[src/design/lle_pkg.sv]
// Shared types, codes and sizes for the location list entry parser.
// No dependencies; every other design file imports this package.
package lle_pkg;

  // Sizes
  localparam int EXPR_BYTES   = 32;
  localparam int EXPR_AW      = $clog2(EXPR_BYTES);
  localparam int ADDR_ENTRIES = 256;
  localparam int ADDR_AW      = $clog2(ADDR_ENTRIES);
  localparam int QDEPTH       = 2;
  localparam int QAW          = $clog2(QDEPTH);
  localparam int QCW          = $clog2(QDEPTH + 1);

  // Input actions
  localparam logic [1:0] ACT_START = 2'd0;
  localparam logic [1:0] ACT_BYTE  = 2'd1;
  localparam logic [1:0] ACT_LOAD  = 2'd2;

  // Result kinds
  localparam logic [2:0] RK_ENTRY = 3'd0;
  localparam logic [2:0] RK_EXPR  = 3'd1;
  localparam logic [2:0] RK_END   = 3'd2;
  localparam logic [2:0] RK_SECT  = 3'd3;
  localparam logic [2:0] RK_TRUNC = 3'd4;
  localparam logic [2:0] RK_ERR   = 3'd5;

  // Entry codes
  localparam logic [3:0] EK_END_OF_LIST   = 4'd0;
  localparam logic [3:0] EK_BASE_ADDRX    = 4'd1;
  localparam logic [3:0] EK_STARTX_ENDX   = 4'd2;
  localparam logic [3:0] EK_STARTX_LENGTH = 4'd3;
  localparam logic [3:0] EK_OFFSET_PAIR   = 4'd4;
  localparam logic [3:0] EK_DEFAULT_LOC   = 4'd5;
  localparam logic [3:0] EK_BASE_ADDR     = 4'd6;
  localparam logic [3:0] EK_START_END     = 4'd7;
  localparam logic [3:0] EK_START_LENGTH  = 4'd8;

  // Configuration register indexes
  localparam logic [1:0] REG_BASE   = 2'd0;
  localparam logic [1:0] REG_ABYTES = 2'd1;
  localparam logic [1:0] REG_SBYTES = 2'd2;
  localparam logic [1:0] REG_TCOUNT = 2'd3;

  typedef struct packed {
    logic [1:0]  action;
    logic [7:0]  data_byte;
    logic        section_last;
    logic [7:0]  table_index;
    logic [63:0] table_value;
  } in_item_t;

  typedef struct packed {
    logic [2:0]  kind;
    logic [3:0]  entry_kind;
    logic [63:0] range_start;
    logic [63:0] range_end;
    logic        is_default;
    logic [5:0]  expr_length;
    logic [7:0]  expr_byte;
    logic        run_last;
  } out_item_t;

  typedef struct packed {
    logic [63:0] initial_base;
    logic [7:0]  address_bytes;
    logic [7:0]  selector_bytes;
    logic [8:0]  table_count;
  } cfg_t;

  // One queued job: optional record with its expression, optional closing result
  typedef struct packed {
    logic        has_rec;
    logic [3:0]  entry_kind;
    logic [63:0] range_start;
    logic [63:0] range_end;
    logic        is_default;
    logic [5:0]  expr_length;
    logic        tail_valid;
    logic [2:0]  tail_kind;
  } job_t;

  // Expression buffer write port
  typedef struct packed {
    logic               en;
    logic [EXPR_AW-1:0] addr;
    logic [7:0]         data;
  } bw_t;

endpackage

[src/design/lle_queue.sv]
// Short job queue between the parser front and the result back end.
// Depends on lle_pkg for the job type and depth.
module lle_queue import lle_pkg::*; (
  input  logic clk,
  input  logic rst_n,
  input  logic push,
  input  job_t din,
  input  logic pop,
  output job_t dout,
  output logic full,
  output logic empty
);

  job_t             slot_r [QDEPTH];
  logic [QAW-1:0]   wp_r, wp_nxt;
  logic [QAW-1:0]   rp_r, rp_nxt;
  logic [QCW-1:0]   cnt_r, cnt_nxt;

  assign full  = (cnt_r == QCW'(QDEPTH));
  assign empty = (cnt_r == '0);
  assign dout  = slot_r[rp_r];

  // Pointer and count update
  always_comb begin
    wp_nxt  = wp_r;
    rp_nxt  = rp_r;
    cnt_nxt = cnt_r;
    if (push) begin
      wp_nxt = (wp_r == QAW'(QDEPTH - 1)) ? '0 : wp_r + 1'b1;
    end
    if (pop) begin
      rp_nxt = (rp_r == QAW'(QDEPTH - 1)) ? '0 : rp_r + 1'b1;
    end
    if (push && !pop) begin
      cnt_nxt = cnt_r + 1'b1;
    end else if (pop && !push) begin
      cnt_nxt = cnt_r - 1'b1;
    end
  end

  always_ff @(posedge clk) begin
    if (!rst_n) begin
      wp_r  <= '0;
      rp_r  <= '0;
      cnt_r <= '0;
    end else begin
      wp_r  <= wp_nxt;
      rp_r  <= rp_nxt;
      cnt_r <= cnt_nxt;
    end
  end

  // Payload storage
  always_ff @(posedge clk) begin
    if (push) begin
      slot_r[wp_r] <= din;
    end
  end

endmodule

[config.mk]
export PLATFORM = sky130hd
export DESIGN_NAME = lle_queue
export DESIGN_NICKNAME = d
export VERILOG_FILES = /design/src/design/lle_pkg.sv /design/src/design/lle_queue.sv
export SDC_FILE = /design/constraint.sdc
export NUM_CORES = 1
export LEC_CHECK = 0
export ABC_AREA = 1
export BUFFER_PORTS_ARGS = -buffer_cell sky130_fd_sc_hd__buf_2
export CELL_PAD_IN_SITES_DETAIL_PLACEMENT = 1
export CELL_PAD_IN_SITES_GLOBAL_PLACEMENT = 1
export CORE_MARGIN = 3
export CORE_UTILIZATION = 40
export DETAILED_ROUTE_END_ITERATION = 10
export MAX_ROUTING_LAYER = met4
export PLACE_DENSITY_LB_ADDON = 0.1
export SETUP_SLACK_MARGIN = 0.1
export SYNTH_ARGS = -nofsm -noshare
export SYNTH_HDL_FRONTEND = slang
export SYNTH_SLANG_ARGS = --single-unit
[constraint.sdc]
create_clock -name clk -period 9.6 [get_ports clk]
set_input_delay 2.4 -clock clk [delete_from_list [all_inputs] [get_ports clk]]
set_output_delay 2.4 -clock clk [all_outputs]
set_load 0.02 [all_outputs]
==> results.cfg <==
[worst_setup_path]
critical_path.cell_chain = buf_4 -> mux2_2 -> buf_2
rr_worst_depth = 3
critPathSlowestCell = buf_4
worstReg2RegEnd = slot_r[1][112]
worstPathRequired_ns = 7.20
rrSetupSlack_ns = 7.11
cp_max_fo = 52
critPathBufInv = 2
r2r_start = wp_r
critical_path_class = reg2out
arrival_ns = 2.65
critPathMaxStageDelay_ns = 0.79
crit_path_end_kind = output port
startpoint_type = register
critical_path_depth = 3
cp_top_family = buffers and inverters

[global_route]
grt_max_degree = 79
grt_pass1_wl_mm = 33.73
overflow = 0
antenna_found_initial = 8
first_global_vias = 6038
grt_usage_pct = 15.55

[clock_network]
clk_latency_ns = 0.49
numCtsBuffers = 34
tritoncts = done
hold_buffers = 0
cts.sinks = 293
cts_setup_buffers = 0
cts_buffer_depth = 3
cts-htree-levels = 2
clk_pin_slew_worst_paths_ns = 0.05
post_cts_resized = 0
cts_root_buffer = clkbuf_16

[detailed_routing]
drc = 0
wl_per_cell_um = 19.47
ant_nets = 0
drt_first_iter_violations = 335
drt_wl_total_mm = 22.73
viasPerCell = 4.746
vias = 5538
dr.pass1.iters = 5

[sta]
rsz0062_at_grt = false
tightest_slew_ns = 1.094
hold_violations = 0
fin_crit_sh_pct = 52.57
drv_slew = 0
fmax_mhz = 198.1
fin_skew_ns = 0.01165
tns_ns = 0
fin_crit_ns = 5.047
setup_viol = 0
max-slew-margin-rel_pct = 27.06

[power_and_ir_drop]
clkPwrFrac_pct = 38.6
seqPwrFrac_pct = 50.9
p_sw_share_pct = 22.19
cellPowerDensity_nw_per_um2 = 216.2
ir_worst_vdd_mv = 0.1456
power.leakage_nw = 5.266
p_int_w = 0.002301
pwr-share-comb_pct = 10.5
p_sw_w = 0.0006564

[hold_path]
min_path_type = reg2reg
hp-start = rp_r
min_to = rp_r
whs_path_depth = 2

[synth]
synth_area_leaders = edfxtp_1 80%, mux2_2 8.7%, mux2_4 8.3%, dfxtp_1 0.92%, buf_6 0.83%
ys_types = 14
syn_nets = 632
syn_area_sq_um = 10850
synth_top_area_share_pct = 79.69
ys_seq_area_share_pct = 80.61
synth_area_per_cell_sq_um = 22.47
synth_seq_cells = 293
yosys_warnings = 0
yosysTopAreaCell = edfxtp_1
synth_cells = 483

[die]
ios = 294
dieArea_sq_um = 29150
die_h_um = 170.7
num_rows = 59
design.core.area_sq_um = 26350
die_width_um = 170.7
initial_utilization_pct = 41.18

[placement]
port_buffers = 293
dpl.hpwl_mm = 15.35
gp_congestion = 0.7444

[cells_and_area]
syn_to_final_growth_pct = 26.04
utilization_pct = 51.91
fin_nets = 950
drive_gt1_share_pct = 58.88
nFillCells = 2514

[status]
status = completed

[run]
cap_viol_max_count = 0
-- final cells by class --
type	instances	area, sq um	share of cell area, %
sequential	293	8752	63.98
clock inverter	14	86.33	0.6311
tap	335	419.2	3.064
clock buffer	43	905.9	6.622
inverter	8	35.03	0.2561
timing repair buffer	298	1504	10.99
multi-input combinational	166	1952	14.27
antenna	10	25.02	0.1829
-- worst min-delay path, cell delays in order, from the launching register on --
cell,delay (ns)
dfxtp_1,0.32
nor2_1,0.06
nor2_1,0.09
-- worst max-delay path by stage --
stage,start,endpoint,slack (ns)
3_5_place_dp,push,slot_r[1][82],5.00
6_report,register,dout[52],4.55
3_3_place_gp,register,dout[52],5.06
4_1_cts,register,dout[52],4.47
5_1_grt,register,dout[52],4.39
2_1_floorplan,push,slot_r[0][0],0.49
-- state kept, by name, indices dropped and copies added, names as in the netlist, named ones only --
register and count:
cnt_r 2, rp_r 1, slot_r 288, wp_r 1
-- per-stage QoR --
step	worst slack, ns	hold WS (ns)	std cells	total power, W	cell area, sq um
final	4.553	0.5053	1167	0.002958	13680
after global routing	4.392	0.5568	1165	0.003078	13670
after CTS	4.473	0.5143	1157	0.003011	13650
after detailed placement	5.004	0.5016	1100	0.001849	12660
after global placement	5.059	0.4853	1100	0.001837	12660
after floorplan	0.4853	0.4635	483	0.001735	10850
-- placed cells by master, fill, tap and decap left out, drive strengths merged, types with 5 or more instances in the layout --
master and count:
dfxtp 5, clkbuf 43, buf 298, diode 10, clkinv 12, edfxtp 288
nand2 8, mux2 144, nor2 9, inv 9
-- power groups by stage --
stage	sequential, W	clock (W)	combinational, W
after floorplan	0.00153	0	0.000204
after global placement	0.00153	0	0.000311
after detailed placement	0.00153	0	0.000317
after CTS	0.00151	0.00119	0.000318
after global routing	0.00151	0.00123	0.000336
final	0.00150	0.00114	0.000311
-- layer usage --
layer	routed length, um	part of all wire (%)	up-vias	global-route usage [%]
met5	0	0	-	-
met4	639	2.8	0	5.432
met3	2056	9.0	42	5.684
met2	11000	48	225	24.94
met1	9031	40	2715	18.19
li1	-	-	2556	-
-- cells by family after synthesis --
| logic type | share of synthesized area (%) |
|---|---|
| mux | 17.02 |
| compound gates | 0.09214 |
| buf+inv | 1.476 |
| simple gates | 0.6917 |
| fa+ha+maj | 0.1153 |
| flops | 80.61 |
-- Yosys cell counts --
cell type and number:
nand3_1 1, edfxtp_1 288, buf_2 8, o21ai_0 1, nor2_1 9, inv_1 8, mux2_4 60, nand4_1 1
nand2_1 8, ha_1 1, dfxtp_1 5, a21oi_1 1, buf_6 8, mux2_2 84
Note: power is estimated with default switching activity, not from simulation.
