==> src/design/lle_pkg.sv <==
// Shared types, codes and sizes for the location list entry parser.
// No dependencies; every other design file imports this package.
package lle_pkg;

  // Sizes
  localparam int EXPR_BYTES   = 32;
  localparam int EXPR_AW      = $clog2(EXPR_BYTES);
  localparam int ADDR_ENTRIES = 256;
  localparam int ADDR_AW      = $clog2(ADDR_ENTRIES);
  localparam int QDEPTH       = 2;
  localparam int QAW          = $clog2(QDEPTH);
  localparam int QCW          = $clog2(QDEPTH + 1);

  // Input actions
  localparam logic [1:0] ACT_START = 2'd0;
  localparam logic [1:0] ACT_BYTE  = 2'd1;
  localparam logic [1:0] ACT_LOAD  = 2'd2;

  // Result kinds
  localparam logic [2:0] RK_ENTRY = 3'd0;
  localparam logic [2:0] RK_EXPR  = 3'd1;
  localparam logic [2:0] RK_END   = 3'd2;
  localparam logic [2:0] RK_SECT  = 3'd3;
  localparam logic [2:0] RK_TRUNC = 3'd4;
  localparam logic [2:0] RK_ERR   = 3'd5;

  // Entry codes
  localparam logic [3:0] EK_END_OF_LIST   = 4'd0;
  localparam logic [3:0] EK_BASE_ADDRX    = 4'd1;
  localparam logic [3:0] EK_STARTX_ENDX   = 4'd2;
  localparam logic [3:0] EK_STARTX_LENGTH = 4'd3;
  localparam logic [3:0] EK_OFFSET_PAIR   = 4'd4;
  localparam logic [3:0] EK_DEFAULT_LOC   = 4'd5;
  localparam logic [3:0] EK_BASE_ADDR     = 4'd6;
  localparam logic [3:0] EK_START_END     = 4'd7;
  localparam logic [3:0] EK_START_LENGTH  = 4'd8;

  // Configuration register indexes
  localparam logic [1:0] REG_BASE   = 2'd0;
  localparam logic [1:0] REG_ABYTES = 2'd1;
  localparam logic [1:0] REG_SBYTES = 2'd2;
  localparam logic [1:0] REG_TCOUNT = 2'd3;

  typedef struct packed {
    logic [1:0]  action;
    logic [7:0]  data_byte;
    logic        section_last;
    logic [7:0]  table_index;
    logic [63:0] table_value;
  } in_item_t;

  typedef struct packed {
    logic [2:0]  kind;
    logic [3:0]  entry_kind;
    logic [63:0] range_start;
    logic [63:0] range_end;
    logic        is_default;
    logic [5:0]  expr_length;
    logic [7:0]  expr_byte;
    logic        run_last;
  } out_item_t;

  typedef struct packed {
    logic [63:0] initial_base;
    logic [7:0]  address_bytes;
    logic [7:0]  selector_bytes;
    logic [8:0]  table_count;
  } cfg_t;

  // One queued job: optional record with its expression, optional closing result
  typedef struct packed {
    logic        has_rec;
    logic [3:0]  entry_kind;
    logic [63:0] range_start;
    logic [63:0] range_end;
    logic        is_default;
    logic [5:0]  expr_length;
    logic        tail_valid;
    logic [2:0]  tail_kind;
  } job_t;

  // Expression buffer write port
  typedef struct packed {
    logic               en;
    logic [EXPR_AW-1:0] addr;
    logic [7:0]         data;
  } bw_t;

endpackage

==> src/design/lle_back.sv <==
// Result back end: replays each job as an optional record with its expression
// bytes and an optional closing result. Holds the expression buffer. Depends on lle_pkg.
module lle_back import lle_pkg::*; (
  input  logic      clk,
  input  logic      rst_n,
  input  bw_t       bw,
  input  logic      q_empty,
  input  job_t      q_data,
  output logic      pop,
  output logic      busy,
  output logic      out_valid,
  input  logic      out_stall,
  output out_item_t out_item
);

  localparam logic [1:0] B_IDLE  = 2'd0;
  localparam logic [1:0] B_REC   = 2'd1;
  localparam logic [1:0] B_BYTES = 2'd2;
  localparam logic [1:0] B_TAIL  = 2'd3;

  logic [1:0]  st_r, st_nxt;
  logic [5:0]  idx_r, idx_nxt;
  job_t        cur_r, cur_nxt;
  logic        ov_r, ov_nxt;
  out_item_t   out_r, out_nxt;
  logic        load_out, out_free;
  logic [7:0]  ebuf [EXPR_BYTES];
  logic [7:0]  rd_r;

  assign out_free  = !ov_r || !out_stall;
  assign busy      = (st_r != B_IDLE);
  assign out_valid = ov_r;
  assign out_item  = out_r;

  // Sequencer
  always_comb begin
    st_nxt   = st_r;
    idx_nxt  = idx_r;
    cur_nxt  = cur_r;
    pop      = 1'b0;
    load_out = 1'b0;
    out_nxt  = '0;
    if (out_free) begin
      unique case (st_r)
        B_IDLE: begin
          if (!q_empty) begin
            pop     = 1'b1;
            cur_nxt = q_data;
            st_nxt  = q_data.has_rec ? B_REC : B_TAIL;
          end
        end
        B_REC: begin
          load_out            = 1'b1;
          out_nxt.kind        = RK_ENTRY;
          out_nxt.entry_kind  = cur_r.entry_kind;
          out_nxt.range_start = cur_r.range_start;
          out_nxt.range_end   = cur_r.range_end;
          out_nxt.is_default  = cur_r.is_default;
          out_nxt.expr_length = cur_r.expr_length;
          out_nxt.run_last    = (cur_r.expr_length == '0) && !cur_r.tail_valid;
          idx_nxt             = '0;
          if (cur_r.expr_length != '0) begin
            st_nxt = B_BYTES;
          end else begin
            st_nxt = cur_r.tail_valid ? B_TAIL : B_IDLE;
          end
        end
        B_BYTES: begin
          load_out          = 1'b1;
          out_nxt.kind      = RK_EXPR;
          out_nxt.expr_byte = rd_r;
          idx_nxt           = idx_r + 6'd1;
          if (idx_nxt == cur_r.expr_length) begin
            out_nxt.run_last = !cur_r.tail_valid;
            st_nxt           = cur_r.tail_valid ? B_TAIL : B_IDLE;
          end
        end
        B_TAIL: begin
          load_out         = 1'b1;
          out_nxt.kind     = cur_r.tail_kind;
          out_nxt.run_last = 1'b1;
          st_nxt           = B_IDLE;
        end
        default: begin
          st_nxt = B_IDLE;
        end
      endcase
    end
    ov_nxt = load_out ? 1'b1 : (out_stall ? ov_r : 1'b0);
  end

  always_ff @(posedge clk) begin
    if (!rst_n) begin
      st_r  <= B_IDLE;
      idx_r <= '0;
      ov_r  <= 1'b0;
    end else begin
      st_r  <= st_nxt;
      idx_r <= idx_nxt;
      ov_r  <= ov_nxt;
    end
  end

  // Payload registers
  always_ff @(posedge clk) begin
    cur_r <= cur_nxt;
    if (load_out) begin
      out_r <= out_nxt;
    end
  end

  // Expression buffer: read one byte ahead of the sequencer
  always_ff @(posedge clk) begin
    if (bw.en) begin
      ebuf[bw.addr] <= bw.data;
    end
    rd_r <= ebuf[idx_nxt[EXPR_AW-1:0]];
  end

endmodule

==> config.mk <==
export PLATFORM = sky130hd
export DESIGN_NAME = lle_back
export DESIGN_NICKNAME = d
export VERILOG_FILES = /design/src/design/lle_pkg.sv /design/src/design/lle_back.sv
export SDC_FILE = /design/constraint.sdc
export NUM_CORES = 1
export LEC_CHECK = 0
export BUFFER_PORTS_ARGS = -buffer_cell sky130_fd_sc_hd__buf_2
export CAP_MARGIN = 15
export CORE_MARGIN = 5
export CORE_UTILIZATION = 40
export DETAILED_ROUTE_END_ITERATION = 7
export GPL_TIMING_DRIVEN = 0
export SYNTH_ARGS = -nofsm -noshare
export SYNTH_HDL_FRONTEND = slang
export SYNTH_SLANG_ARGS = --single-unit
==> constraint.sdc <==
create_clock -name clk -period 18.7 [get_ports clk]
set_input_delay 2.805 -clock clk [delete_from_list [all_inputs] [get_ports clk]]
set_output_delay 2.805 -clock clk [all_outputs]
set_load 0.02 [all_outputs]
==> results.txt, run 1 <==
The TritonCTS clock tree is built. Of all nets on the critical path, the largest fanout is 10. In the synthesized netlist, the cells that appear most often are sky130_fd_sc_hd__edfxtp_1 (550), sky130_fd_sc_hd__nand2_1 (241), sky130_fd_sc_hd__nand3_1 (180).

The clock latency reported for the late side of the worst-skew pair is 610 ps. The overall power of the completed layout came out at 0.003756 W. The number of antenna violations at the first check in global routing is 4. The relative area change from synthesis to final layout came out at 21.16%. The half-perimeter wire length after detailed placement came out at 37.82 mm.

The number of enable flip-flop cells after synthesis is 550. After floorplanning, the core was divided into 84 placement rows. The number of buffers added for setup after CTS is 0.

The number of global-route vias before repair came to 12600. The number of pins with negative max-slew slack in the final report came out at 0. The total leakage power came out at 9.837 nW. The number of primary I/O pins is 316. Static timing analysis puts the maximum clock frequency at 145.4 MHz. The vias per cell is 5.234. The total power divided by cell area is 146.5 nW/um^2. The kind of cell with the highest combined delay along the critical path is buffers and inverters.

Setup repair after global routing left no endpoint under its margin. For this run, the post-layout net count is 1941. The data required time of the worst path came out at 15890 ps. The most numerous cell in the Yosys netlist is sky130_fd_sc_hd__edfxtp_1. The overall die height is 240.0 um. The die footprint is 57610 sq um. The overall die width is 240.0 um.

The worst slew slack as a fraction of its limit came out at 40.80%. The tightest min-delay check is of the flop to flop type. After layout, the worst setup slack is 11820 ps. Together, buffers and inverters on the worst path number 3. For this design, the slowest cell found on the critical path is sky130_fd_sc_hd__clkbuf_1.

Each instance of the synthesized netlist takes up on average 15.27 sq um. The tool flagged a number of max-cap violations equal to 0. The count of antenna-violating nets left after detailed routing is 0.

The residual DRC count is 0. The fraction of synthesized cell area taken by the top area cell type came out at 78.03%. In this run the deepest clock path goes through 3 buffers. The hold violation count in the final report is 0. Summing the sequential cell areas from Yosys gives 79.64% of the chip area.

The time the worst path needs with I/O delays and setup is 6878 ps. The remaining global-route overflow is 0. The final layout contains routed wiring with a total length of 54.49 mm. The register clock-pin slew on the reported worst setup and hold paths came out at 60 ps. The setup path with the least slack is of type input pin to output pin.

The count of state elements after synthesis came out at 567. The count of instances resized after the clock tree is built is 0. The share of the clock period used by the worst path came out at 36.78%. The minimum setup slack after placement is 11860 ps. Of the cells placed in the final design, the portion with a size suffix greater than 1 is 24.85%. In this run the clock root is driven by a sky130_fd_sc_hd__clkbuf_16. The worst setup path is launched from an input pin. The number of fillers in the final layout is 4478. The largest voltage drop on the vdd net came out at 0.08726 mV. The biggest area consumer among synthesized cells is sky130_fd_sc_hd__edfxtp_1. In the synthesized netlist the dominant register cell turns out to be sky130_fd_sc_hd__edfxtp_1. Setup violations remaining at the end of the flow were counted as 0.

Ranked by total cell area, the synthesized netlist is headed by sky130_fd_sc_hd__edfxtp_1 (78%), sky130_fd_sc_hd__and3_1 (4.7%), sky130_fd_sc_hd__nand2_1 (4.3%), sky130_fd_sc_hd__nand3_1 (4.3%), sky130_fd_sc_hd__dfxtp_1 (1.6%). At the end of routability-driven placement, the weighted congestion stood at 0.8751. The worst stage delay on the critical path came out at 370 ps. The setup clock skew after layout is 26.26 ps. The H-tree depth came out at 2. The total of warnings raised by yosys came out at 0. The number of library cell types mapped by synthesis is 53. The netlist area before placement is 21170 sq um. The number of port buffers is 315. CTS saw 567 sinks. The worst setup path is captured at an output pin. For the worst setup path, the data arrival time is 4070 ps.

The final total negative setup slack is 0 ps. The CTS buffer count came out at 59. Entering global routing, the biggest net connects 36 pins. The global-route usage over all layers is 17.96%.

The number of DRC markers in iteration 0 is 1073. The wire length per cell after detailed routing is 21.69 um. The transition time at the pin with the least slew margin came out at 870.8 ps. The number of vias after detailed routing is 13150. The core area is 52450 sq um. The initial standard-cell utilization of the core is 40.36%.

The async set or reset register ratio after synthesis is 0%. The first detailed-routing pass ran for 6 iterations. The synthesized instance count is 1386. The wire length of the first global-routing pass is 78.69 mm.

Walking the worst path, the cells encountered are buf_2 > nand2_1 > clkbuf_1 > nand2_1 > nor2_1 > buf_2. The number of nets produced by synthesis is 1553. After clock tree synthesis, the flow added hold-fix buffers numbering 0. The flow ran to the end, and the final reports show no timing, DRC or antenna violations.
-- registers in the layout, summed over array words and instances (netlist names) --
signal,count
ebuf,256
out_item,151
cur_r,143
rd_r,8
idx_r,6
st_r,2
out_valid,1
-- power by group --
group / switching [W] / internal (W) / total [W]
clock: 0.000476 / 0.000594 / 0.00107
sequential: 0.0000652 / 0.00172 / 0.00178
combinational: 0.000621 / 0.000281 / 0.000902
-- worst min-delay path, stage by stage, from the launching register on --
cell,delay [ps]
sky130_fd_sc_hd__dfxtp_1,340
sky130_fd_sc_hd__nand2_1,70
sky130_fd_sc_hd__mux2i_1,60
-- cell families (layout without fill, tap and decap cells) --
logic type	after synthesis	count (layout)	synth area share, %
AOI/OAI and AO/OA	42	42	1.407
muxes	13	13	1.153
xor gates and xnor gates	7	7	0.3547
adders and majority gates	5	5	0.2956
and+or+nand+nor	665	665	15.25
other	0	5	0
buffers and inverters	87	520	1.904
DFF	567	567	79.64
-- path summary, 6_finish.rpt --
check / start / endpoint / slack, ps / cells after the start
setup / recovery: out_stall / pop / 11820 / 6
hold / removal: st_r[0]$_SDFFE_PN0P_ / st_r[0]$_SDFFE_PN0P_ / 520 / 2
setup reg to reg: st_r[1]$_SDFFE_PN0P_ / rd_r[4]$_DFF_P_ / 15490 / 10
hold reg to reg: st_r[0]$_SDFFE_PN0P_ / st_r[0]$_SDFFE_PN0P_ / 520 / 2
-- routing by layer --
metal | GRT usage, % | wire length [um] | vias up | part of all wire, %
met5 | 0 | 30 | - | 0.055
met3 | 4.026 | 5027 | 96 | 9.2
met4 | 5.313 | 1435 | 4 | 2.6
met2 | 29.42 | 25930 | 550 | 48
li1 | - | - | 5963 | -
met1 | 24.31 | 22070 | 6534 | 41
-- cell type report --
class,count,area [sq um],share of cell area [%]
Inverter,7,26.28,0.1025
Tap cell,688,860.8,3.357
Clock inverter,31,210.2,0.8197
Timing Repair Buffer,327,1839,7.172
Buffer,80,376.6,1.469
Antenna cell,5,12.51,0.04879
Clock buffer,75,1536,5.992
Multi-Input combinational cell,732,3925,15.31
Sequential cell,567,16860,65.73
-- per-stage QoR --
stage / instance area [sq um] / hold WS, ps / utilization (%) / std cells
global route: 25640 / 551.6 / 48.88 / 2509
finish: 25640 / 519.3 / 48.90 / 2512
CTS: 25630 / 522.7 / 48.86 / 2506
global placement: 23600 / 485.3 / 45.00 / 2389
detailed placement: 23880 / 507.8 / 45.53 / 2400
floorplan: 21170 / 471.4 / - / 1386
-- layout by cell type (no fill, tap or decap), types with 5 or more instances in the layout --
cell type                   netlist  final
sky130_fd_sc_hd__a21oi_1         11     10
sky130_fd_sc_hd__a32oi_1          8      8
sky130_fd_sc_hd__and2_1           7      7
sky130_fd_sc_hd__and3_1         159    159
sky130_fd_sc_hd__buf_12           0      6
sky130_fd_sc_hd__buf_16           0      5
sky130_fd_sc_hd__buf_2           22    338
sky130_fd_sc_hd__buf_4            5      5
sky130_fd_sc_hd__clkbuf_1        48     64
sky130_fd_sc_hd__clkbuf_16        0     59
sky130_fd_sc_hd__clkinv_1         0     16
sky130_fd_sc_hd__clkinv_2         0     10
sky130_fd_sc_hd__dfxtp_1         17     17
sky130_fd_sc_hd__diode_2          0      5
sky130_fd_sc_hd__edfxtp_1       550    550
sky130_fd_sc_hd__ha_1             5      5
sky130_fd_sc_hd__inv_1            7      7
sky130_fd_sc_hd__mux4_2           6      6
sky130_fd_sc_hd__nand2_1        241    241
sky130_fd_sc_hd__nand3_1        180    180
sky130_fd_sc_hd__nand3b_1         6      6
sky130_fd_sc_hd__nand4_1          8      8
sky130_fd_sc_hd__nor2_1          47     46
sky130_fd_sc_hd__o21ai_0          6      6
No activity file was read; power rests on OpenSTA's default activity.
==> inputs of run 2 (changes only) <==
ABC_AREA = 1   (was unset)
clock period = 5.6 ns   (was 18.7 ns; I/O delays follow)
==> run 2 against run 1 <==
Setup slack lost 9000 ps. Largest cell class unchanged. Utilization down 0.22 points. Final cell count rose by 21%. Hold slack lost 150 ps. Clock power rose to 3.7 times the previous value. Area after synthesis rose by 6.3%. Sequential power rose to 3.4 times the previous value. Synthesized cell count increased by 33%. Critical path depth up 2. Critical path type is now flop to flop. Clock-buffer cell count fell by 7.
==> results.txt, run 2 <==
The run finished with clean final reports. The number of enable flip-flop cells after synthesis came to 550 (unchanged). The remaining global-route overflow was 0 (unchanged).

The share of the clock period used by the worst path is 50.50%. Walking the worst path, the cells encountered are inv_1 > ha_1 > inv_1 > nor3_4 > buf_8 > buf_16 > buf_16 > buf_16. The count of state elements after synthesis is 567 (unchanged). The total of warnings raised by yosys was 0 (unchanged).

The worst setup path is captured at a flop. The register clock-pin slew on the reported worst setup and hold paths came out at 60 ps (about the same). The worst slew slack as a fraction of its limit came out at 35.38% (-5.4 points). The number of primary I/O pins is 316 (unchanged). TritonCTS built the clock tree. The register with the most flip-flops in the final layout is ebuf. The total setup violations reported at the end of the flow came out at 0 (unchanged). The relative area change from synthesis to final layout came out at 21.24% (about the same). The start-to-end type of the worst setup path is flop to flop. The minimum setup slack after placement came to 2375 ps (-9486 ps). The maximum fanout encountered on the critical timing path came out at 17 (+7). Setup repair after global routing left no endpoint under its margin.

The number of vias after detailed routing was 14640 (+11%). The routability congestion estimate from global placement is 0.8614 (-1.6%). The overall power of the completed layout came to 0.01442 W (+280%). The number of port buffers is 315 (unchanged). The fmax is 353.6 MHz. The number of pins with negative max-slew slack in the final report was 0 (unchanged).

After synthesis, the most frequently instantiated cells are sky130_fd_sc_hd__edfxtp_1 (550), sky130_fd_sc_hd__inv_1 (369), sky130_fd_sc_hd__nand3_1 (302). The flip-flop count of the largest register after layout came out at 256 (unchanged). The largest net degree at the start of global routing came out at 36 (unchanged). The total power divided by cell area is 528.4 nW/um^2 (+260%). The core area is 56060 sq um (+6.9%). The global-route usage over all layers is 18.66% (+0.71 points). The fraction of final layout cells sized beyond drive strength 1 is 21.41% (-3.4 points). The final worst setup slack was 2772 ps (-9050 ps). The number of DRC markers in iteration 0 came out at 1156 (+7.7%). The most numerous cell in the Yosys netlist is sky130_fd_sc_hd__edfxtp_1.

The number of buffers added for setup after CTS came out at 0 (unchanged). The CTS buffer count is 58 (-1.7%). The vias per cell was 4.814 (-8.0%). STA classifies the critical path startpoint as a flop. The clock latency reported for the late side of the worst-skew pair came out at 640 ps (+30 ps). The initial standard-cell utilization of the core is 40.15% (-0.21 points).

The data required time of the worst path is 5960 ps (-9930 ps). The number of iterations in the first detailed-routing pass is 7 (+1). On the critical path, the stage with the largest delay is an instance of sky130_fd_sc_hd__nor3_4. The residual DRC count is 0 (unchanged). The setup clock skew after layout came out at 46.83 ps (+20.57 ps).

The overall die height is 247.2 um (+3.0%). The worst stage delay on the critical path is 800 ps (+430 ps). The fraction of synthesized cell area taken by the top area cell type came out at 73.38% (-4.7 points).

The commonest non-fill, non-tap cell in the layout is sky130_fd_sc_hd__edfxtp_1. The overall die width is 247.2 um (+3.0%). The synthesized instance count came to 1842 (+33%). The largest voltage drop on the vdd net is 0.3254 mV (+270%). The hold buffer count at CTS was 0 (unchanged). The number of global-route vias before repair is 14280 (+13%). The number of library cell types mapped by synthesis is 30 (-43%). The number of antenna violations at the first check in global routing came out at 11 (+7). Among the stages of the critical path, the cell type that occurs most often is sky130_fd_sc_hd__buf_16.

The number of nets produced by synthesis came to 2009 (+29%). The sink count of the clock tree is 567 (unchanged). The count of maximum capacitance violations was 0 (unchanged). By area the synthesized netlist is led by sky130_fd_sc_hd__edfxtp_1 (73%), sky130_fd_sc_hd__nand3_1 (6.7%), sky130_fd_sc_hd__inv_1 (6.2%), sky130_fd_sc_hd__nand2_1 (3.8%), sky130_fd_sc_hd__nor2_1 (3.4%). The count of nets after finishing came out at 2396 (+23%). The netlist area before placement is 22510 sq um (+6.3%).

The wire length of the first global-routing pass came out at 85.77 mm (+9.0%). The total leakage power is 11.56 nW (+18%). The count of standard-cell rows came to 87 (+3.6%). The time the worst path needs with I/O delays and setup is 2828 ps.

The count of antenna-violating nets left after detailed routing is 0 (unchanged). The part of the Yosys area used for sequential elements was 74.89% (-4.8 points). The count of instances resized after the clock tree is built came to 0 (unchanged). The min-delay analysis places its worst path in the category input pin to flop. The predominant post-synthesis flop cell is sky130_fd_sc_hd__edfxtp_1. The H-tree depth came out at 2 (unchanged).

The half-perimeter wire length after detailed placement is 41.73 mm (+10%). The wire length per cell after detailed routing was 19.43 um (-10%). The number of buffers on the longest clock path came out at 3 (unchanged).

The number of fillers in the final layout came out at 5045 (+13%). The arrival time reported for the critical path endpoint came out at 3180 ps (-890 ps). The biggest area consumer among synthesized cells is sky130_fd_sc_hd__edfxtp_1. The routed wire length came to 59.08 mm (+8.4%). The hold violation count in the final report came out at 0 (unchanged). The die footprint was 61110 sq um (+6.1%). The async set or reset register ratio after synthesis came to 0% (unchanged).

The synthesized area per cell came out at 12.22 sq um (-20%). The top cell types in the final layout, fill and taps aside, are sky130_fd_sc_hd__edfxtp_1 (550), sky130_fd_sc_hd__inv_1 (369), sky130_fd_sc_hd__buf_2 (360). Clock tree synthesis selected as its root buffer the cell sky130_fd_sc_hd__clkbuf_16. The transition time at the pin with the least slew margin came out at 967.0 ps (+96.25 ps).
-- run 2: cell types whose count changed after synthesis, moves of 8 or more --
| cell | change |
|---|---|
| sky130_fd_sc_hd__a32oi_1 | -8 |
| sky130_fd_sc_hd__and3_1 | -159 |
| sky130_fd_sc_hd__buf_2 | +23 |
| sky130_fd_sc_hd__clkbuf_1 | -29 |
| sky130_fd_sc_hd__inv_1 | +362 |
| sky130_fd_sc_hd__nand2_1 | -14 |
| sky130_fd_sc_hd__nand3_1 | +122 |
| sky130_fd_sc_hd__nand3b_1 | +50 |
| sky130_fd_sc_hd__nor2_1 | +154 |
-- run 2: worst max-delay path: cells and delay by family (launching register included) --
| family | cells | cell delay [ps] |
|---|---|---|
| buffers and inverters | 6 | 1080 |
| adders and majority gates | 1 | 290 |
| and+or+nand+nor | 1 | 800 |
| DFF | 1 | 340 |
-- run 2: kinds of logic (layout without fill, tap and decap cells) --
| group | after synthesis | count (layout) | share of synthesized area (%) |
|---|---|---|---|
| AO/OA/AOI/OAI | 14 | 14 | 0.4669 |
| XOR/XNOR | 2 | 2 | 0.07784 |
| adder cells (fa/ha/maj) | 5 | 5 | 0.2779 |
| buffers and inverters | 453 | 886 | 8.005 |
| flip-flops | 567 | 567 | 74.89 |
| other | 0 | 10 | 0 |
| AND/OR/NAND/NOR | 801 | 801 | 16.28 |
-- run 2: path summary, 6_finish.rpt --
kind	from	endpoint	slack (ps)	cells after the start
max	st_r[0]$_SDFFE_PN0P_	cur_r[44]$_DFFE_PP_	2770	8
min	q_data[53]	cur_r[53]$_DFFE_PP_	360	1
max reg2reg	st_r[0]$_SDFFE_PN0P_	cur_r[44]$_DFFE_PP_	2770	8
min reg2reg	cur_r[33]$_DFFE_PP_	out_item[38]$_SDFFCE_PN0P_	500	2
-- run 2: final cells by class --
class	count	area (sq um)	share of cell area, %
clock inverter	38	461.7	1.692
sequential	567	16860	61.77
inverter	376	1411	5.172
antenna	10	25.02	0.09171
buffer	77	390.4	1.431
multi-input combinational	822	3869	14.18
clock buffer	68	1489	5.456
tap	756	945.9	3.466
timing repair buffer	327	1839	6.740
-- run 2: per-layer routing --
metal	vias to the layer above	track usage (%)	routed length, um
met2	575	30.70	27760
met3	117	5.750	5738
li1	6877	-	-
met4	12	5.565	1542
met5	-	0	89
met1	7059	23.98	23950
-- run 2: metrics by stage --
stage          hold slack, ps  setup TNS [ps]  util [%]  cell area, sq um  cells
2_1_floorplan           471.5               0         -             22520   1842
3_3_place_gp            480.4         -469420     44.67             25040   2913
3_5_place_dp            499.7               0     45.15             25310   2925
4_1_cts                 314.4               0     48.63             27260   3031
5_1_grt                 321.6               0     48.65             27270   3036
6_report                364.7               0     48.68             27290   3041
-- run 2: power breakdown --
group | switching (W) | internal (W)
Combinational | 0.00321 | 0.00129
Sequential | 0.000219 | 0.00577
Clock | 0.00162 | 0.00232
Total | 0.00505 | 0.00937
==> inputs of run 3 (changes only) <==
clock period = 2.3 ns   (was 5.6 ns; I/O delays follow)
==> run 3 against run 2 <==
Combinational power rose to 2.6 times the previous value. Flip-flop and latch count did not move. Critical endpoint is now rd_r[3]$_DFF_P_. Non-clock buffer count rose by 152. Global-route usage rose by 0.27 points. Clock power rose by 130%. Fmax rose by 26%. Sequential power rose by 140%. Critical path depth rose by 4. Final cell count rose by 4.9%. First-iteration DRC count fell by 6.7%. Via count rose by 4.0%. Utilization rose by 3.1 points.
==> results.txt, run 3 (synthesis gave the netlist of run 2 again) <==
The run finished with clean final reports. The area of combinational cells with multiple inputs is 3999 sq um (+3.4%). The wire length of the first global-routing pass is 88.33 mm (+3.0%). The routed metal-1 wirelength is 24.52 mm (+2.4%). The number of iterations in the first detailed-routing pass came out at 5 (-2). The number of buffers on the longest clock path was 3 (unchanged). The transition time at the pin with the least slew margin came to 880.0 ps (-86.98 ps). The count of nets after finishing is 2549 (+6.4%).

The worst stage delay on the critical path came out at 340 ps (-460 ps). The half-perimeter wire length after detailed placement came out at 41.00 mm (-1.8%). The number of fillers in the final layout is 4726 (-6.3%). The worst setup path endpoint is rd_r[3]$_DFF_P_. On the critical path, the stage with the largest delay is an instance of sky130_fd_sc_hd__dfxtp_2. The fmax was 445.8 MHz (+26%). The count of maximum capacitance violations is 0 (unchanged). The die footprint was 61110 sq um (unchanged). The element type at the critical path end is a flop. The number of DRC markers in iteration 0 is 1078 (-6.7%). The number of vias after detailed routing came out at 15220 (+4.0%). On the critical path the largest part of the delay comes from simple AND/OR/NAND/NOR gates. The core area is 56060 sq um (unchanged). The time the worst path needs with I/O delays and setup came out at 2243 ps (-584.5 ps). The sum of met3 wire segment lengths after detailed routing came out at 5.565 mm (-3.0%). The worst register-to-register path begins at st_r[0]$_SDFFE_PN0P_. Setup repair after global routing could not meet its margin everywhere. The maximum fanout encountered on the critical timing path came out at 10 (-7). The minimum setup slack among reg-to-reg paths was 60 ps (-2720 ps).

The overall die width came out at 247.2 um (unchanged). More flip-flops sit in one register than any other, and that register is ebuf. The setup clock skew after layout came to 33.39 ps (-13.44 ps). The global-route usage over all layers came to 18.93% (+0.27 points). The wire length per cell after detailed routing is 18.80 um (-3.2%). The critical path goes through inv_2 > ha_1 > clkbuf_4 > nand3_4 > o22ai_4 > inv_2 > clkbuf_4 > nand3_1 > nand3_1 > nand2_1 > nand2_1 > nand2_1. The number of primary I/O pins came out at 316 (unchanged).

The CTS buffer count came out at 58 (unchanged). The flip-flop count of the largest register after layout is 256 (unchanged). The data required time of the worst path came out at 2860 ps (-3100 ps). The largest net degree at the start of global routing came to 36 (unchanged).

After detailed routing, no signal wire sits above met4. The register clock-pin slew on the reported worst setup and hold paths came out at 60 ps (about the same). The most critical setup path has its startpoint at st_r[0]$_SDFFE_PN0P_. By instance count, the cell type seen most on the critical path is sky130_fd_sc_hd__nand2_1. The overall die height is 247.2 um (unchanged). The sequential cell area is 16860 sq um (about the same). The total number of cells along the worst setup path was 12 (+4). The H-tree depth was 2 (unchanged). The count of standard-cell rows is 87 (unchanged). The remaining global-route overflow is 0 (unchanged). The total power divided by cell area came out at 1230 nW/um^2 (+130%). TritonCTS built the clock tree. The number of pins with negative max-slew slack in the final report came out at 0 (unchanged). The number of cells on the worst reg-to-reg path came out at 12 (+4).

The setup path with the least slack is of type flop to flop. In this run the worst hold path is classified as input pin to flop. The final worst setup slack is 56.66 ps (-2715 ps).

The total setup violations reported at the end of the flow is 0 (unchanged). The routed wire length came to 59.96 mm (+1.5%). The critical path buffer and inverter count came out at 4 (-2). The relative area change from synthesis to final layout is 28.86%. The count of antenna-violating nets left after detailed routing is 0 (unchanged). The routability congestion estimate from global placement came out at 0.8870 (+3.0%).

The initial standard-cell utilization of the core is 40.15% (unchanged). The final total negative setup slack came out at 0 ps (unchanged). The number of antenna violations at the first check in global routing came out at 2 (-9). The top cell types in the final layout, fill and taps aside, are sky130_fd_sc_hd__edfxtp_1 (550), sky130_fd_sc_hd__inv_1 (366), sky130_fd_sc_hd__buf_2 (327). The total length of routed met2 wires came out at 28.54 mm (+2.8%). The worst setup path is launched from a flop. The clock latency reported for the late side of the worst-skew pair came to 630 ps (about the same).

The largest voltage drop on the vdd net is 0.8575 mV (+160%). The number of port buffers is 315 (unchanged). The final core utilization came out at 51.74% (+3.1 points).

The fraction of final layout cells sized beyond drive strength 1 is 21.60% (+0.19 points). The buffer type at the clock tree root is sky130_fd_sc_hd__clkbuf_16. The share of the clock period used by the worst path is 97.54% (+47 points).

The worst slew slack as a fraction of its limit came out at 41.33% (+6.0 points). The endpoint of the worst register-to-register path is rd_r[3]$_DFF_P_. The commonest non-fill, non-tap cell in the layout is sky130_fd_sc_hd__edfxtp_1.

The residual DRC count came to 0 (unchanged). The arrival time reported for the critical path endpoint came out at 2800 ps (-380 ps). The sink count of the clock tree came out at 567 (unchanged). The number of global-route vias before repair came out at 14960 (+4.7%).

The minimum setup slack after placement was -251.9 ps (-2627 ps). The hold violation count in the final report is 0 (unchanged). The vias per cell came out at 4.774 (-0.84%). The total leakage power is 12.27 nW (+6.1%).
-- run 3: changes by cell type in the layout (fill, tap and decap cells not counted), sizes merged --
cell         change
nor2             +1
inv              +1
buf              -4
clkbuf          +17
diode            -8
dlygate4sd3    +144
clkinvlp         +1
bufinv           -4
-- run 3: worst min path at each step --
stage | start | depth (start not counted) | slack (ps) | end
floorplan | q_data[0] | 0 | 440 | cur_r[0]$_DFFE_PP_
global placement | idx_r[5]$_SDFFE_PN0P_ | 2 | 480 | idx_r[5]$_SDFFE_PN0P_
detailed placement | idx_r[5]$_SDFFE_PN0P_ | 2 | 490 | idx_r[5]$_SDFFE_PN0P_
CTS | q_data[143] | 6 | 70 | st_r[1]$_SDFFE_PN0P_
global route | q_data[143] | 6 | 140 | st_r[1]$_SDFFE_PN0P_
finish | q_data[143] | 6 | 110 | st_r[1]$_SDFFE_PN0P_
-- run 3: area by class of cell --
type / count / area share (%)
buffer: 76 / 1.928
sequential: 567 / 58.14
inverter: 376 / 4.901
multi-input combinational: 823 / 13.79
tap: 756 / 3.261
antenna: 2 / 0.01726
clock buffer: 73 / 5.272
clock inverter: 36 / 1.152
timing repair buffer: 480 / 11.54
-- run 3: metrics by stage --
step	total power [W]	cell area (sq um)	hold WS (ps)	instances
after floorplan	0.02151	22560	443.9	1842
after global placement	0.02407	25090	482.5	2913
after detailed placement	0.02583	25350	490.9	2925
after CTS	0.03534	28720	68.43	3181
after global routing	0.03739	29000	142.2	3189
final	0.03566	29000	109.7	3189
-- run 3: power breakdown --
part / total (W) / switching (W) / internal [W]
combinational: 0.0119 / 0.00807 / 0.00379
sequential: 0.0146 / 0.000556 / 0.0140
clock: 0.00920 / 0.00392 / 0.00527
total: 0.0357 / 0.0125 / 0.0231
-- run 3: repair_timing --
item	4_1_cts	5_1_grt
endpoints found under the setup margin	144	8
setup buffers	2	7
hold endpoints to repair	145	0
pin swaps	2	4
gates resized for setup	15	86
hold buffers	144	0
cloned	1	0
-- run 3: worst register-to-register path, cell delays in order, from the launching register on --
cell	delay (ps)
sky130_fd_sc_hd__dfxtp_2	340
sky130_fd_sc_hd__inv_2	80
sky130_fd_sc_hd__ha_1	140
sky130_fd_sc_hd__clkbuf_4	200
sky130_fd_sc_hd__nand3_4	140
sky130_fd_sc_hd__o22ai_4	320
sky130_fd_sc_hd__inv_2	110
sky130_fd_sc_hd__clkbuf_4	250
sky130_fd_sc_hd__nand3_1	170
sky130_fd_sc_hd__nand3_1	140
sky130_fd_sc_hd__nand2_1	90
sky130_fd_sc_hd__nand2_1	60
sky130_fd_sc_hd__nand2_1	120
-- run 3: routing by layer --
layer,GRT usage (%),vias to the layer above
li1,-,7199
met1,24.66,7361
met2,31.86,566
met3,4.842,98
met4,4.928,0
met5,0,-
